## src/sv/ipr_pkg.sv

```systemverilog
// Package for the integer pixel replicator: field widths, payload structs,
// configuration register codes and the front-to-back queue entry.
// No dependencies.
package ipr_pkg;

  localparam int MaxScaleDef   = 4;
  localparam int BaseWidthDef  = 320;
  localparam int BaseHeightDef = 200;
  localparam int QueueDepthDef = 2;

  localparam int XW       = 9;
  localparam int YW       = 8;
  localparam int PixW     = 8;
  localparam int AddrW    = 20;
  localparam int ScaleRegW = 3;
  // Covers every replication factor up to 15, beyond the 3-bit scale register
  localparam int EScaleW  = 4;
  localparam int CfgIdxW  = 3;
  localparam int CfgDataW = 9;

  typedef enum logic [CfgIdxW-1:0] {
    RegScale   = 3'd0,
    RegWinEn   = 3'd1,
    RegWinX    = 3'd2,
    RegWinY    = 3'd3,
    RegWinW    = 3'd4,
    RegWinH    = 3'd5,
    RegMode    = 3'd6
  } cfg_reg_e;

  typedef struct packed {
    logic [XW-1:0]   pixel_x;
    logic [YW-1:0]   pixel_y;
    logic [PixW-1:0] source_pixel;
  } in_item_t;

  typedef struct packed {
    logic [AddrW-1:0] native_address;
    logic [PixW-1:0]  native_pixel;
    logic             last_write;
  } out_item_t;

  typedef struct packed {
    logic [ScaleRegW-1:0] scale;
    logic                 window_enable;
    logic [XW-1:0]        window_x;
    logic [YW-1:0]        window_y;
    logic [XW-1:0]        window_w;
    logic [YW-1:0]        window_h;
    logic                 compose_mode;
  } cfg_t;

  // One block of writes: scaled row and column, replication factor, value
  typedef struct packed {
    logic [YW+EScaleW-1:0] row_s;
    logic [XW+EScaleW-1:0] col_s;
    logic [EScaleW-1:0]    scale;
    logic [PixW-1:0]       pixel;
  } blk_t;

endpackage

```

## src/sv/integer_pixel_replicate_compose_top.sv

```systemverilog
// Top level of the integer pixel replicator: configuration registers and the
// front end, queue and back end. Uses ipr_pkg, ipr_front, ipr_queue, ipr_back.
//
// Usage: each input request carries one logical pixel (column, row, value).
// A pixel that is off screen, or that the window and compose mode reject, is
// taken and produces nothing. Otherwise it expands into scale x scale native
// write requests, row-major, the final one flagged by last_write. Addresses
// use a row stride of BASE_WIDTH*MAX_SCALE and wrap at 20 bits.
// The back end issues one write per cycle while the receiver does not
// stall; a rejected pixel is taken and writes nothing. The first write
// passes the queue, the back end's block registers and the output register.
// A two-entry queue lets the input side keep accepting while the back end
// works or the receiver stalls; a stalled output holds its request and the
// input stalls only once the queue is full.
// Configuration writes are always taken and must be issued only while the
// block is idle. Reset sets scale to 1, clears all other registers and
// empties the queue and output.
module integer_pixel_replicate_compose_top import ipr_pkg::*; #(
  parameter int MAX_SCALE   = MaxScaleDef,
  parameter int BASE_WIDTH  = BaseWidthDef,
  parameter int BASE_HEIGHT = BaseHeightDef,
  parameter int QUEUE_DEPTH = QueueDepthDef
) (
  input  logic                clk_i,
  input  logic                rst_ni,
  input  logic                in_valid_i,
  output logic                in_ready_o,
  input  in_item_t            in_item_i,
  output logic                out_valid_o,
  input  logic                out_ready_i,
  output out_item_t           out_item_o,
  input  logic                cfg_valid_i,
  output logic                cfg_ready_o,
  input  logic [CfgIdxW-1:0]  cfg_index_i,
  input  logic [CfgDataW-1:0] cfg_data_i
);

  cfg_t cfg_q;
  logic push_valid;
  logic push_ready;
  blk_t push_data;
  logic pop_valid;
  logic pop_ready;
  blk_t pop_data;

  assign cfg_ready_o = 1'b1;

  always_ff @(posedge clk_i or negedge rst_ni) begin
    if (!rst_ni) begin
      cfg_q       <= '0;
      cfg_q.scale <= ScaleRegW'(1);
    end else if (cfg_valid_i) begin
      unique case (cfg_index_i)
        RegScale: cfg_q.scale         <= cfg_data_i[ScaleRegW-1:0];
        RegWinEn: cfg_q.window_enable <= cfg_data_i[0];
        RegWinX:  cfg_q.window_x      <= cfg_data_i[XW-1:0];
        RegWinY:  cfg_q.window_y      <= cfg_data_i[YW-1:0];
        RegWinW:  cfg_q.window_w      <= cfg_data_i[XW-1:0];
        RegWinH:  cfg_q.window_h      <= cfg_data_i[YW-1:0];
        RegMode:  cfg_q.compose_mode  <= cfg_data_i[0];
        default:  cfg_q               <= cfg_q;
      endcase
    end
  end

  ipr_front #(
    .MAX_SCALE   (MAX_SCALE),
    .BASE_WIDTH  (BASE_WIDTH),
    .BASE_HEIGHT (BASE_HEIGHT)
  ) u_front (
    .cfg_i        (cfg_q),
    .in_valid_i   (in_valid_i),
    .in_ready_o   (in_ready_o),
    .in_item_i    (in_item_i),
    .push_valid_o (push_valid),
    .push_ready_i (push_ready),
    .push_data_o  (push_data)
  );

  ipr_queue #(
    .DEPTH (QUEUE_DEPTH)
  ) u_queue (
    .clk_i        (clk_i),
    .rst_ni       (rst_ni),
    .push_valid_i (push_valid),
    .push_ready_o (push_ready),
    .push_data_i  (push_data),
    .pop_valid_o  (pop_valid),
    .pop_ready_i  (pop_ready),
    .pop_data_o   (pop_data)
  );

  ipr_back #(
    .MAX_SCALE  (MAX_SCALE),
    .BASE_WIDTH (BASE_WIDTH)
  ) u_back (
    .clk_i       (clk_i),
    .rst_ni      (rst_ni),
    .pop_valid_i (pop_valid),
    .pop_ready_o (pop_ready),
    .pop_data_i  (pop_data),
    .out_valid_o (out_valid_o),
    .out_ready_i (out_ready_i),
    .out_item_o  (out_item_o)
  );

endmodule

```

## src/sv/ipr_front.sv

```systemverilog
// Front end: takes a logical pixel request, decides whether it writes,
// and pushes a scaled block descriptor into the queue. Uses ipr_pkg.
module ipr_front import ipr_pkg::*; #(
  parameter int MAX_SCALE   = MaxScaleDef,
  parameter int BASE_WIDTH  = BaseWidthDef,
  parameter int BASE_HEIGHT = BaseHeightDef
) (
  input  cfg_t     cfg_i,
  input  logic     in_valid_i,
  output logic     in_ready_o,
  input  in_item_t in_item_i,
  output logic     push_valid_o,
  input  logic     push_ready_i,
  output blk_t     push_data_o
);

  localparam logic [EScaleW-1:0] MaxS  = EScaleW'(MAX_SCALE);
  localparam logic [10:0]        BaseW = 11'(BASE_WIDTH);
  localparam logic [10:0]        BaseH = 11'(BASE_HEIGHT);

  logic [EScaleW-1:0] s_raw;
  logic [EScaleW-1:0] s_eff;
  logic               on_screen;
  logic [XW:0]        x_end;
  logic [YW:0]        y_end;
  logic               in_window;
  logic               emit;

  always_comb begin
    s_raw = EScaleW'(cfg_i.scale);
    if (s_raw == '0) begin
      s_eff = EScaleW'(1);
    end else if (s_raw > MaxS) begin
      s_eff = MaxS;
    end else begin
      s_eff = s_raw;
    end
  end

  assign on_screen = ({2'b00, in_item_i.pixel_x} < BaseW) &&
                     ({3'b000, in_item_i.pixel_y} < BaseH);

  // Window edges computed one bit wider so they never wrap
  assign x_end     = {1'b0, cfg_i.window_x} + {1'b0, cfg_i.window_w};
  assign y_end     = {1'b0, cfg_i.window_y} + {1'b0, cfg_i.window_h};
  assign in_window = cfg_i.window_enable &&
                     (in_item_i.pixel_x >= cfg_i.window_x) &&
                     ({1'b0, in_item_i.pixel_x} < x_end) &&
                     (in_item_i.pixel_y >= cfg_i.window_y) &&
                     ({1'b0, in_item_i.pixel_y} < y_end);

  assign emit = on_screen &&
                (cfg_i.compose_mode ? (in_window && (in_item_i.source_pixel != '0))
                                    : !in_window);

  // Dropped pixels are taken without a push
  assign in_ready_o   = push_ready_i;
  assign push_valid_o = in_valid_i && emit;

  always_comb begin
    push_data_o.row_s = (YW+EScaleW)'(in_item_i.pixel_y) * (YW+EScaleW)'(s_eff);
    push_data_o.col_s = (XW+EScaleW)'(in_item_i.pixel_x) * (XW+EScaleW)'(s_eff);
    push_data_o.scale = s_eff;
    push_data_o.pixel = in_item_i.source_pixel;
  end

endmodule

```

## src/sv/ipr_queue.sv

```systemverilog
// Short register queue of block descriptors between front and back end.
// Uses ipr_pkg for the entry type.
module ipr_queue import ipr_pkg::*; #(
  parameter int DEPTH = QueueDepthDef
) (
  input  logic clk_i,
  input  logic rst_ni,
  input  logic push_valid_i,
  output logic push_ready_o,
  input  blk_t push_data_i,
  output logic pop_valid_o,
  input  logic pop_ready_i,
  output blk_t pop_data_o
);

  localparam int PtrW = (DEPTH > 1) ? $clog2(DEPTH) : 1;
  localparam int CntW = $clog2(DEPTH + 1);

  blk_t            mem_q [DEPTH];
  logic [PtrW-1:0] wr_q, wr_d;
  logic [PtrW-1:0] rd_q, rd_d;
  logic [CntW-1:0] cnt_q, cnt_d;
  logic            push;
  logic            pop;

  assign push_ready_o = (cnt_q != CntW'(DEPTH));
  assign pop_valid_o  = (cnt_q != '0);
  assign pop_data_o   = mem_q[rd_q];
  assign push         = push_valid_i && push_ready_o;
  assign pop          = pop_valid_o && pop_ready_i;

  always_comb begin
    wr_d  = wr_q;
    rd_d  = rd_q;
    cnt_d = cnt_q;
    if (push) begin
      wr_d = (wr_q == PtrW'(DEPTH - 1)) ? '0 : wr_q + 1'b1;
    end
    if (pop) begin
      rd_d = (rd_q == PtrW'(DEPTH - 1)) ? '0 : rd_q + 1'b1;
    end
    if (push && !pop) begin
      cnt_d = cnt_q + 1'b1;
    end else if (pop && !push) begin
      cnt_d = cnt_q - 1'b1;
    end
  end

  always_ff @(posedge clk_i or negedge rst_ni) begin
    if (!rst_ni) begin
      wr_q  <= '0;
      rd_q  <= '0;
      cnt_q <= '0;
    end else begin
      wr_q  <= wr_d;
      rd_q  <= rd_d;
      cnt_q <= cnt_d;
    end
  end

  always_ff @(posedge clk_i) begin
    if (push) begin
      mem_q[wr_q] <= push_data_i;
    end
  end

endmodule

```

## src/sv/ipr_back.sv

```systemverilog
// Back end: emits one native write request per cycle unless stalled,
// walking each block row by row into an output register. Uses ipr_pkg.
module ipr_back import ipr_pkg::*; #(
  parameter int MAX_SCALE  = MaxScaleDef,
  parameter int BASE_WIDTH = BaseWidthDef
) (
  input  logic      clk_i,
  input  logic      rst_ni,
  input  logic      pop_valid_i,
  output logic      pop_ready_o,
  input  blk_t      pop_data_i,
  output logic      out_valid_o,
  input  logic      out_ready_i,
  output out_item_t out_item_o
);

  localparam logic [AddrW-1:0] Stride = AddrW'(BASE_WIDTH * MAX_SCALE);

  logic               busy_q, busy_d;
  logic               out_valid_q, out_valid_d;
  out_item_t          out_q, out_d;
  logic [AddrW-1:0]   row_q, row_d;
  logic [EScaleW-1:0] dx_q, dx_d;
  logic [EScaleW-1:0] dy_q, dy_d;
  logic [EScaleW-1:0] scale_q, scale_d;
  logic [PixW-1:0]    pix_q, pix_d;
  logic [EScaleW-1:0] s_max;
  logic               step;
  logic               row_end;
  logic               last;
  logic               load;

  assign s_max   = scale_q - EScaleW'(1);
  assign step    = busy_q && (!out_valid_q || out_ready_i);
  assign row_end = (dx_q == s_max);
  assign last    = row_end && (dy_q == s_max);
  // Take the next block in the cycle the current one finishes
  assign pop_ready_o = !busy_q || (step && last);
  assign load        = pop_valid_i && pop_ready_o;

  always_comb begin
    busy_d  = busy_q;
    row_d   = row_q;
    dx_d    = dx_q;
    dy_d    = dy_q;
    scale_d = scale_q;
    pix_d   = pix_q;
    if (step) begin
      if (row_end) begin
        dx_d  = '0;
        dy_d  = dy_q + 1'b1;
        row_d = row_q + Stride;
      end else begin
        dx_d = dx_q + 1'b1;
      end
      if (last) begin
        busy_d = 1'b0;
      end
    end
    if (load) begin
      busy_d  = 1'b1;
      row_d   = AddrW'(pop_data_i.row_s) * Stride + AddrW'(pop_data_i.col_s);
      dx_d    = '0;
      dy_d    = '0;
      scale_d = pop_data_i.scale;
      pix_d   = pop_data_i.pixel;
    end
  end

  always_comb begin
    out_valid_d = out_valid_q;
    out_d       = out_q;
    if (step) begin
      out_valid_d          = 1'b1;
      out_d.native_address = row_q + AddrW'(dx_q);
      out_d.native_pixel   = pix_q;
      out_d.last_write     = last;
    end else if (out_ready_i) begin
      out_valid_d = 1'b0;
    end
  end

  always_ff @(posedge clk_i or negedge rst_ni) begin
    if (!rst_ni) begin
      busy_q      <= 1'b0;
      out_valid_q <= 1'b0;
    end else begin
      busy_q      <= busy_d;
      out_valid_q <= out_valid_d;
    end
  end

  always_ff @(posedge clk_i) begin
    out_q   <= out_d;
    row_q   <= row_d;
    dx_q    <= dx_d;
    dy_q    <= dy_d;
    scale_q <= scale_d;
    pix_q   <= pix_d;
  end

  assign out_valid_o = out_valid_q;
  assign out_item_o  = out_q;

endmodule
```

## config.mk

```make
export PLATFORM = sky130hd
export DESIGN_NAME = integer_pixel_replicate_compose_top
export DESIGN_NICKNAME = d
export VERILOG_FILES = /design/src/sv/ipr_pkg.sv /design/src/sv/integer_pixel_replicate_compose_top.sv /design/src/sv/ipr_front.sv /design/src/sv/ipr_queue.sv /design/src/sv/ipr_back.sv
export SDC_FILE = /design/constraint.sdc
export NUM_CORES = 1
export LEC_CHECK = 0
export ABC_AREA = 1
export BUFFER_PORTS_ARGS = -buffer_cell sky130_fd_sc_hd__buf_2
export CAP_MARGIN = 20
export CORE_MARGIN = 4
export CORE_UTILIZATION = 35
export CTS_CLUSTER_SIZE = 25
export DETAILED_ROUTE_END_ITERATION = 8
export GPL_ROUTABILITY_DRIVEN = 0
export GPL_TIMING_DRIVEN = 0
export HOLD_SLACK_MARGIN = 0.02
export SLEW_MARGIN = 10
export SYNTH_ARGS = -nofsm -noshare
export SYNTH_HDL_FRONTEND = slang
export SYNTH_SLANG_ARGS = --single-unit
```

## constraint.sdc

```tcl
create_clock -name clk_i -period 4.2 [get_ports clk_i]
set_input_delay 0.84 -clock clk_i [delete_from_list [all_inputs] [get_ports clk_i]]
set_output_delay 0.84 -clock clk_i [all_outputs]
set_load 0.01 [all_outputs]
```

# After elaboration in Yosys (flattened, before gate mapping)
# Memories as Yosys holds them, arrays and structs flattened.
# Index checks and enable logic that the tools add are counted.
# W data, S select, Z words.
# op_classes
add_sub_neg	12
mul	3
div	0
magnitude_cmp	7
eq_ne	9
shifts	0
n_mux	18
bitwise_logic	0
n_reduce_logical	41
# op_table
cell	n
$mux W20	3
$add A20 B11 Y20 const B	1
$add A20 B13 Y20	1
$add A20 B4 Y20	1
$reduce_and A2 Y1	10
$logic_and A1 B1 Y1	15
$mul A9 B4 Y13	1
$mul A12 B3 Y12 const B	1
$mul A8 B4 Y12	1
$reduce_bool A2 Y1	6
$add A9 B9 Y10	1
$lt A9 B10 Y1	1
$mux W1	10
$add A8 B8 Y9	1
$eq A3 B3 Y1 const B	3
$ge A9 B9 Y1	1
$lt A8 B9 Y1	1
$lt A9 B9 Y1 const B	1
$add A4 B1 Y4 const B	2
$eq A4 B4 Y1	2
$ge A8 B8 Y1	1
$lt A8 B8 Y1 const B	1
$mux W4	2
$reduce_bool A8 Y1	1
13 further kinds	22
# totals
register_bits	114
latchBits	0
ram_bits	74
rom_bits	0
in_bits	42
out_inout_bits	32
word_cells	111
n_memories	1
# mem_list
memory	words	width	rd	rd_ports_with_merged_regs	wr	line_no	rtl
u_queue.mem_q	2	37	1	0	1	ipr_queue.sv:19	blk_t mem_q [DEPTH];

# Depth between registers and ports, before layout
# Gate-level depths: netlist of run 1.
# logic_depth
depth_word	14
ltp_mapped	27
ltp_nobuf	27

# Cells and area by module
# Synthesis of run 1 repeated with hierarchy kept, for this count alone.
# hier_totals
cells_unflattened	1333
area_unflattened_um2	11778.8
# modules_own_cells
mod	instances	cells_per_inst	area_per_inst_um2	seq_area_each_um2
ipr_back	1	485	4393.0	2042.0
ipr_queue	1	222	2926.6	2322.2
ipr_front	1	441	2886.5	0.0
integer_pixel_replicate_compose_top	1	185	1572.8	977.2

# Least setup slack after synthesis of run 1
# OpenSTA, ideal clock, no wires.
# synth_path
path_type	register -> register
from	reg cfg_q[26] (netlist bit)
to	mem u_queue.mem_q[1][0] (netlist bit), enable pin
setup_ns	0.429
t_arrival_ns	4.146
path_slack_ns	-0.375
path_stages_with_launch	21
n_path_buf	0
period_less_slack_ns	4.575
path_cell_list	dfrtp_1 ha_1 inv_1 fa_1 o21ai_0 a21oi_1 o21ai_0 nand2_1 nand2_1 a21oi_1 xor2_1 ha_1 nand2_1 nand2_1 nand2_1 nand2_1 nor2_1 nand2_1 nand2_1 nand2_1 nor2_1
# synth_between
elab_chain_len	12
# synth_lines
element	line_no	rtl
start: declaration	integer_pixel_replicate_compose_top.sv:38	cfg_t cfg_q;
start signal: assignment	integer_pixel_replicate_compose_top.sv:61	default: cfg_q <= cfg_q;
$add A9 B9 Y10 / $ge A9 B9 Y1 (equally long branches)	ipr_front.sv:44, ipr_front.sv:47	
$lt A9 B10 Y1 / $logic_and A1 B1 Y1 (equally long branches)	ipr_front.sv:48, ipr_front.sv:46	
$logic_and A1 B1 Y1 (*)	ipr_front.sv:47	(in_item_i.pixel_x >= cfg_i.window_x) &&
$logic_and A1 B1 Y1 (*)	ipr_front.sv:48	({1'b0, in_item_i.pixel_x} < x_end) &&
$logic_and A1 B1 Y1 (*)	ipr_front.sv:49	(in_item_i.pixel_y >= cfg_i.window_y) &&
$logic_not A1 Y1 / $logic_and A1 B1 Y1 (equally long branches)	ipr_front.sv:54, ipr_front.sv:53	
$mux W1 (*)	ipr_front.sv:53	(cfg_i.compose_mode ? (in_window && (in_item_i.source_pixel != '0))
$logic_and A1 B1 Y1 (*)	ipr_front.sv:52	assign emit = on_screen &&
$logic_and A1 B1 Y1 (*)	ipr_front.sv:58	assign push_valid_o = in_valid_i && emit;
$logic_and A1 B1 Y1 (*)	ipr_queue.sv:29	assign push = push_valid_i && push_ready_o;
$mux W1 (*)	ipr_queue.sv:62	if (push) begin
$mux W1 (not written as such) (*)	ipr_queue.sv:63	mem_q[wr_q] <= push_data_i;
end: declaration	ipr_queue.sv:19	
# Mark *: on every way between the ends. The rest lies on a longest branch, timed or not.

# Final worst setup path of run 1
# layout_path
from	reg cfg_q[28] (netlist bit)
to	reg u_queue.cnt_q[1]
# layout_between
elab_chain_len	13
# layout_lines
element	line_no	rtl
$add A9 B9 Y10 / $ge A9 B9 Y1 (equally long branches)	ipr_front.sv:44, ipr_front.sv:47	
$lt A9 B10 Y1 / $logic_and A1 B1 Y1 (equally long branches)	ipr_front.sv:48, ipr_front.sv:46	
$logic_and A1 B1 Y1 (*)	ipr_front.sv:47	
$logic_and A1 B1 Y1 (*)	ipr_front.sv:48	
$logic_and A1 B1 Y1 (*)	ipr_front.sv:49	
$logic_not A1 Y1 / $logic_and A1 B1 Y1 (equally long branches)	ipr_front.sv:54, ipr_front.sv:53	
$mux W1 (*)	ipr_front.sv:53	
$logic_and A1 B1 Y1 (*)	ipr_front.sv:52	
$logic_and A1 B1 Y1 (*)	ipr_front.sv:58	
$logic_and A1 B1 Y1 (*)	ipr_queue.sv:29	
net u_queue.push	ipr_queue.sv:23	logic push;
$logic_not A1 Y1	ipr_queue.sv:44	end else if (pop && !push) begin
$logic_and A1 B1 Y1	ipr_queue.sv:44	
$reduce_bool A2 Y1 (no source line)	n/a	
end signal: assignment	ipr_queue.sv:57	cnt_q <= cnt_d;
end: declaration	ipr_queue.sv:22	logic [CntW-1:0] cnt_q, cnt_d;
# Mark *: on every way through the listed nets, which the timed path passes. The rest lies on a longest branch.
# A chain may end at the register's enable or synchronous reset.

==> results of run 1 <==
cell type report:
cell class | instances | area (um2)
plain buffers | 19 | 91.3
clock buffers | 17 | 425
clock inverters | 15 | 204
fillers | 3128 | 18800
inverters | 203 | 772
multi-input cells | 822 | 5260
flip-flops and latches | 185 | 5250
well taps | 435 | 544
repair buffers | 75 | 435
final timing paths:
path / startpoint / endpoint / cells past startpoint
worst max-delay path: cfg_q[28]$_DFFE_PN0P_ / u_queue.cnt_q[1]$_DFFE_PN0P_ / 25
worst min-delay path: rst_ni / cfg_q[17]$_DFFE_PN0P_ / 1
worst max register to register: cfg_q[28]$_DFFE_PN0P_ / u_queue.cnt_q[1]$_DFFE_PN0P_ / 25
worst min register to register: u_back.pix_q[3]$_DFFE_PP_ / u_back.out_item_o[4]$_DFFE_PP_ / 0
max in group asynchronous: rst_ni / cfg_q[36]$_DFFE_PN1P_ / 2
min in group clk_i: u_back.pix_q[3]$_DFFE_PP_ / u_back.out_item_o[4]$_DFFE_PP_ / 0
critical path: cells and delay by family, from the launching register on:
family                     cells  cell delay [ps]
DFF                            1              430
adders and majority gates      3              970
and+or+nand+nor               13             1110
buffers and inverters          2              130
AOI/OAI and AO/OA              5              700
xor gates and xnor gates       2              330
report_power, final:
part	total (mW)	switching [mW]	internal, mW
Sequential	2.88	0.262	2.62
Clock	1.68	0.765	0.915
Combinational	3.68	2.25	1.43
Total	8.23	3.28	4.96
stage by stage:
stage | hold WS [ps] | TNS (ps) | util, % | power [mW]
after floorplan | 400 | 0 | - | 5.68
after global placement | 403 | -38110 | 38.6 | 6.51
after detailed placement | 405 | -177 | 38.7 | 6.61
after CTS | 423 | 0 | 40.7 | 8.34
after global routing | 426 | 0 | 40.8 | 9.03
final | 415 | 0 | 40.8 | 8.23
flip-flops by register name, indices dropped and copies added (netlist names), 2 cells and up:
name,cells
u_queue.mem_q,72
cfg_q,39
u_back.out_item_o,29
u_back.row_q,20
u_back.pix_q,8
u_back.dx_q,4
u_back.dy_q,4
u_back.scale_q,3
u_queue.cnt_q,2
cell families after synthesis:
kind of cell | Yosys count | share of synthesized area [%]
and+or+nand+nor | 453 | 16.3
buffers and inverters | 223 | 7.59
DFF | 185 | 46.3
AOI/OAI and AO/OA | 154 | 7.51
adders and majority gates | 138 | 16.4
xor gates and xnor gates | 76 | 5.93
other | 1 | 0.0330
placed cells by master, fill, tap and decap left out, drive strengths merged, types with 13 or more instances in the layout:
cell type  count
fa            18
o21ai         68
nand2        308
a21oi         62
nand4         13
edfxtp       132
nand3         31
xnor2         27
nor3          13
clkbuf        32
ha           120
inv          208
nor2          75
xor2          49
dfrtp         44
buf           79
per-layer routing:
layer	vias up	part of all wire (%)	track usage, %
met1	3561	49	16.7
met4	0	1.1	3.02
met5	-	0	0
met2	101	47	21.2
met3	16	2.9	2.62
li1	4189	-	-
==> qor.csv, run 1 <==
stage,metric,value,unit
timing,fmax,263,MHz
final_layout,drive_gt1_share,10.4,%
timing,grt_setup_unrepaired,false,
clocking,cts_tree,done,
synth,synth_most_common_cell,nand2_1,
clocking,clock_path_buffers,2,
timing,fin_skew,9.82,ps
placed_design,placed_cells,1739,
worst_setup_path,end_kind,register,
synth,ys_types,49,
clocking,clock-root-buffer,clkbuf_16,
grt,grt_pass1_vias,7685,
placed_design,dpl.hpwl,17100,um
synth,synth-seq-area-share,46.3,%
timing,hold_viol,0,
pwr,p_leak,6.21,nW
clocking,path_clk_slew,70,ps
grt,grt_max_degree,46,
route,via_count,7867,
placed_design,dp_slack,-88.6,ps
worst_setup_path,cp.required,4520,ps
placed_design,placed_cell_area,12300,um2
grt,overflow,0,
flow_run,maxCapViolCount,0,
placed_design,io_buffers,72,
synth,yosysTopAreaCellShare,34.9,%
route,wl,21800,um
die,start_util,35.7,%
die,core,31800,um2
timing,min_period,3800,ps
synth,synth_commonest_cells,"306 x nand2_1, 198 x inv_1, 132 x edfxtp_1, 120 x ha_1, 73 x nor2_1",
synth,syn_area_per_cell,9.23,um2
die,die_width,188,um
synth,synth_cells,1230,
worst_setup_path,crit_path_start_kind,register,
synth,ys_warn_count,0,
clocking,ctsHoldBuffers,0,
synth,synth_ff_type,edfxtp_1,
pwr,power_density,634,nW/um2
route,viasPerCell,4.44,
synth,synth_fp_nets,1410,
die,die_h,188,um
timing,layout_setup_ws,404,ps
grt,grt_pass1_wl,36900,um
final_layout,area_growth,14.4,%
grt,antenna_found_initial,0,
die,rows,65,
route,first_pass_iters,5,
route,routedWlPerCell,12.3,um
worst_setup_path,crit_type,reg -> reg,
route,drcViolationCount,0,
timing,finalCritPeriodShare,90.4,%
status,status,finished clean,
worst_setup_path,worstPathMaxFanout,5,
synth,postSynth.asyncResetShare,24.3,%
synth,synth_area,11400,um2
timing,setup_violations,0,
route,drt_iter0_markers,374,
synth,synth_edf_count,132,
final_layout,final_nets,1503,
worst_setup_path,cp_common_cell,nand2_1,
die,die_area,35400,um2
clocking,numCtsBuffers,17,
die,ioPinCount,74,
timing,drv_slew,0,
clocking,clkSinkCount,185,
pwr,vdd_drop_max,332,uV
worst_setup_path,worstPathArrival,4110,ps
timing,max-slew-margin-rel,58.8,%
final_layout,diodes,0,
synth,synthTopCellsByArea,"edfxtp_1 35%, ha_1 13%, nand2_1 10%, dfrtp_1 9.7%, inv_1 6.5%",
worst_hold_path,hold_path_class,in -> async,
final_layout,final-instance-count-excl-fill,1771,
grt,track_usage,12.6,%
clocking,ctsResizeCount,1,
worst_setup_path,slowest_stage,dfrtp_1,
timing,tightestPinTransition,615,ps
clocking,clk_latency,430,ps
clocking,postCtsSetupBuffers,0,
final_layout,design_area,13000,um2
route,ant_nets,0,
synth,yosys.area.top_type,edfxtp_1,
worst_setup_path,r2r_slack,400,ps
clocking,cts_max_level,4,
worst_setup_path,slowest_delay,430,ps
synth,synth-seq-cells,185,
(Power assumes the default switching activity.)
==> inputs of run 2 (changes only) <==
==> constraint.sdc (replaced) <==
create_clock -name clk_i -period 3.3 [get_ports clk_i]
set_input_delay 0.66 -clock clk_i [delete_from_list [all_inputs] [get_ports clk_i]]
set_output_delay 0.66 -clock clk_i [all_outputs]
set_load 0.01 [all_outputs]
==> qor.csv, run 2 (synthesis results as in run 1) <==
stage,metric,value,unit,change
clocking,clock_path_buffers,2,,unchanged
route,drt_iter0_markers,379,,was 374
timing,fmax,287,MHz,was 263 MHz
worst_setup_path,crit_path_start_kind,register,,unchanged
pwr,vdd_drop_max,391,uV,was 332 uV
final_layout,final_nets,1561,,was 1503
worst_setup_path,reg2regPathDepth,23,,was 25
final_layout,fillers,2995,,was 3128
clocking,clock-root-buffer,clkbuf_16,,unchanged
timing,finalSetupTns,-9710,ps,was 0 ps
final_layout,diodes,0,,unchanged
status,status,"finished, violations left",,was finished clean
clocking,cts_tree,done,,unchanged
final_layout,top_register,u_queue.mem_q,,unchanged
clocking,clk_latency,440,ps,was 430 ps
route,first_pass_iters,5,,unchanged
pwr,power_frac_clock,17.9,%,was 20.4%
grt,overflow,0,,unchanged
pwr,power.internal,6.98,mW,was 4.96 mW
worst_setup_path,crit_type,reg -> reg,,unchanged
placed_design,dp_slack,-787,ps,was -88.6 ps
worst_setup_path,r2r_slack,-190,ps,was 400 ps
timing,hold_viol,0,,unchanged
route,via_count,8289,,was 7867
pwr,p_sw_share,40.7,%,was 39.8%
die,core,31800,um2,unchanged
final_layout,final_common_cell,nand2_1,,unchanged
timing,layout_setup_ws,-189,ps,was 404 ps
route,routedWlPerCell,13.1,um,was 12.3 um
worst_setup_path,cp.required,3460,ps,was 4520 ps
clocking,numCtsBuffers,17,,unchanged
placed_design,dpl.hpwl,17200,um,was 17100 um
die,start_util,35.7,%,unchanged
pwr,seq_power_share,31.4,%,was 35.0%
final_layout,area_growth,25.4,%,was 14.4%
grt,track_usage,13.4,%,was 12.6%
die,ioPinCount,74,,unchanged
pwr,switchingPower,4.80,mW,was 3.28 mW
route,viasPerCell,4.53,,was 4.44
worst_hold_path,hold_path_class,in -> async,,unchanged
die,die_area,35400,um2,unchanged
pwr,comb_power_share,50.7,%,was 44.6%
worst_setup_path,worstPathArrival,3650,ps,was 4110 ps
timing,finalCritPeriodShare,106,%,was 90.4%
grt,grt_max_degree,46,,unchanged
route,ant_nets,0,,unchanged
clocking,ctsHoldBuffers,0,,unchanged
die,rows,65,,unchanged
timing,hold_ws,159,ps,was 415 ps
worst_setup_path,reg2reg_from,cfg_q[9]$_DFFE_PN0P_,,was cfg_q[28]$_DFFE_PN0P_
route,wl,24000,um,was 21800 um
timing,setup_violations,74,,was 0
grt,grt_pass1_wl,39100,um,was 36900 um
pwr,total_power,11.8,mW,was 8.23 mW
grt,antenna_found_initial,0,,unchanged
final_layout,final-seq-area,5260,um2,was 5250 um2
timing,tightestPinTransition,624,ps,was 615 ps
die,die_width,188,um,unchanged
timing,fin_skew,11.5,ps,was 9.82 ps
flow_run,maxCapViolCount,0,,unchanged
pwr,p_leak,6.61,nW,was 6.21 nW
clocking,clkSinkCount,185,,unchanged
worst_setup_path,r2r_end,u_queue.mem_q[1][5]$_DFFE_PP_,,was u_queue.cnt_q[1]$_DFFE_PN0P_
final_layout,postLayoutCoreUtil,44.8,%,was 40.8%
final_layout,layout_common_cells,"287 x nand2_1, 183 x inv_1, 132 x edfxtp_1",,"was 306 x nand2_1, 197 x inv_1, 132 x edfxtp_1"
worst_setup_path,end_kind,register,,unchanged
final_layout,multiInputGateArea,5930,um2,was 5260 um2
clocking,path_clk_slew,80,ps,was 70 ps
final_layout,drive_gt1_share,23.1,%,was 10.4%
final_layout,largest_reg_flops,72,,unchanged
grt,grt_pass1_vias,8109,,was 7685
status,failed_checks,negative setup slack,,
placed_design,io_buffers,72,,unchanged
timing,drv_slew,0,,unchanged
pwr,power_density,827,nW/um2,was 634 nW/um2
route,drcViolationCount,0,,unchanged
timing,min_period,3490,ps,was 3800 ps
clocking,cts_max_level,4,,unchanged
die,die_h,188,um,unchanged
timing,grt_setup_unrepaired,true,,was false
worst_setup_path,worstPathMaxFanout,9,,was 5
timing,max-slew-margin-rel,58.2,%,was 58.8%
run 2: cell types whose count changed in the layout (fill, tap and decap cells not counted), sizes merged:
cell	previous run	this run
inv	208	204
clkinvlp	1	3
clkinv	7	11
bufinv	2	1
buf	79	139
clkbuf	32	28
nor2	75	76
run 2: what timing repair did:
item                                   in CTS  in global routing
setup buffers                              32                 26
gates cloned                                3                  0
gates resized for setup                    62                111
pin swaps                                  28                 50
endpoints found under the hold margin       0                  0
setup endpoints to repair                 101                 94
run 2: area by class of cell:
class / count / area share [%]
multi-input cells: 823 / 41.7
flip-flops and latches: 185 / 36.9
repair buffers: 132 / 6.46
inverters: 203 / 5.48
well taps: 435 / 3.82
clock buffers: 17 / 2.99
clock inverters: 15 / 1.42
plain buffers: 18 / 1.20
repair inverters: 1 / 0.0527
run 2: how the worst max path moves through the flow:
stage	from	end	slack (ps)	cells after the start
after floorplan	cfg_q[18]$_DFFE_PN0P_	u_queue.mem_q[1][0]$_DFFE_PP_	-90	18
after global placement	cfg_q[28]$_DFFE_PN0P_	u_queue.mem_q[1][5]$_DFFE_PP_	-760	22
after detailed placement	cfg_q[28]$_DFFE_PN0P_	u_queue.mem_q[1][5]$_DFFE_PP_	-790	22
after CTS	cfg_q[9]$_DFFE_PN0P_	u_queue.mem_q[1][10]$_DFFE_PP_	-190	24
after global routing	cfg_q[9]$_DFFE_PN0P_	u_queue.mem_q[1][29]$_DFFE_PP_	-380	23
final	cfg_q[9]$_DFFE_PN0P_	u_queue.mem_q[1][5]$_DFFE_PP_	-190	23
run 2: metal layers:
layer  global-route usage (%)  wire, um  part of all wire, %
met1                     17.4     11100                   46
met2                     23.2     11900                   49
met3                     2.23       716                  3.0
met4                     3.87       358                  1.5
met5                        0         0                    0
run 2: worst max-delay path, stage by stage (launching register included):
cell and delay (ps):
dfrtp_1 370, ha_2 200, inv_2 50, fa_2 370
o21ai_4 180, a21oi_2 90, o21ai_2 180, nand2_1 70
nand2_1 70, a21oi_2 60, xor2_1 140, ha_1 270
nand2_1 70, nand2_1 60, nand2_2 90, nand2_2 70
nor2_4 130, nand2_2 80, nand2_4 80, nand2_4 60
buf_6 140, nor2_4 130, buf_12 120, buf_12 120
run 2: power by group through the flow:
stage | Clock [mW] | Combinational [mW] | Sequential [mW]
6_report | 2.11 | 5.98 | 3.69
5_1_grt | 2.27 | 6.77 | 3.77
4_1_cts | 2.17 | 5.30 | 3.69
3_5_place_dp | 0 | 4.78 | 3.73
3_3_place_gp | 0 | 4.65 | 3.72
2_1_floorplan | 0 | 3.55 | 3.76
run 2: per-stage QoR:
step / cells / cell area [um2]
3_5_place_dp: 1738 / 12400
5_1_grt: 1829 / 14200
2_1_floorplan: 1230 / 11500
3_3_place_gp: 1737 / 12400
6_report: 1829 / 14200
4_1_cts: 1805 / 13600
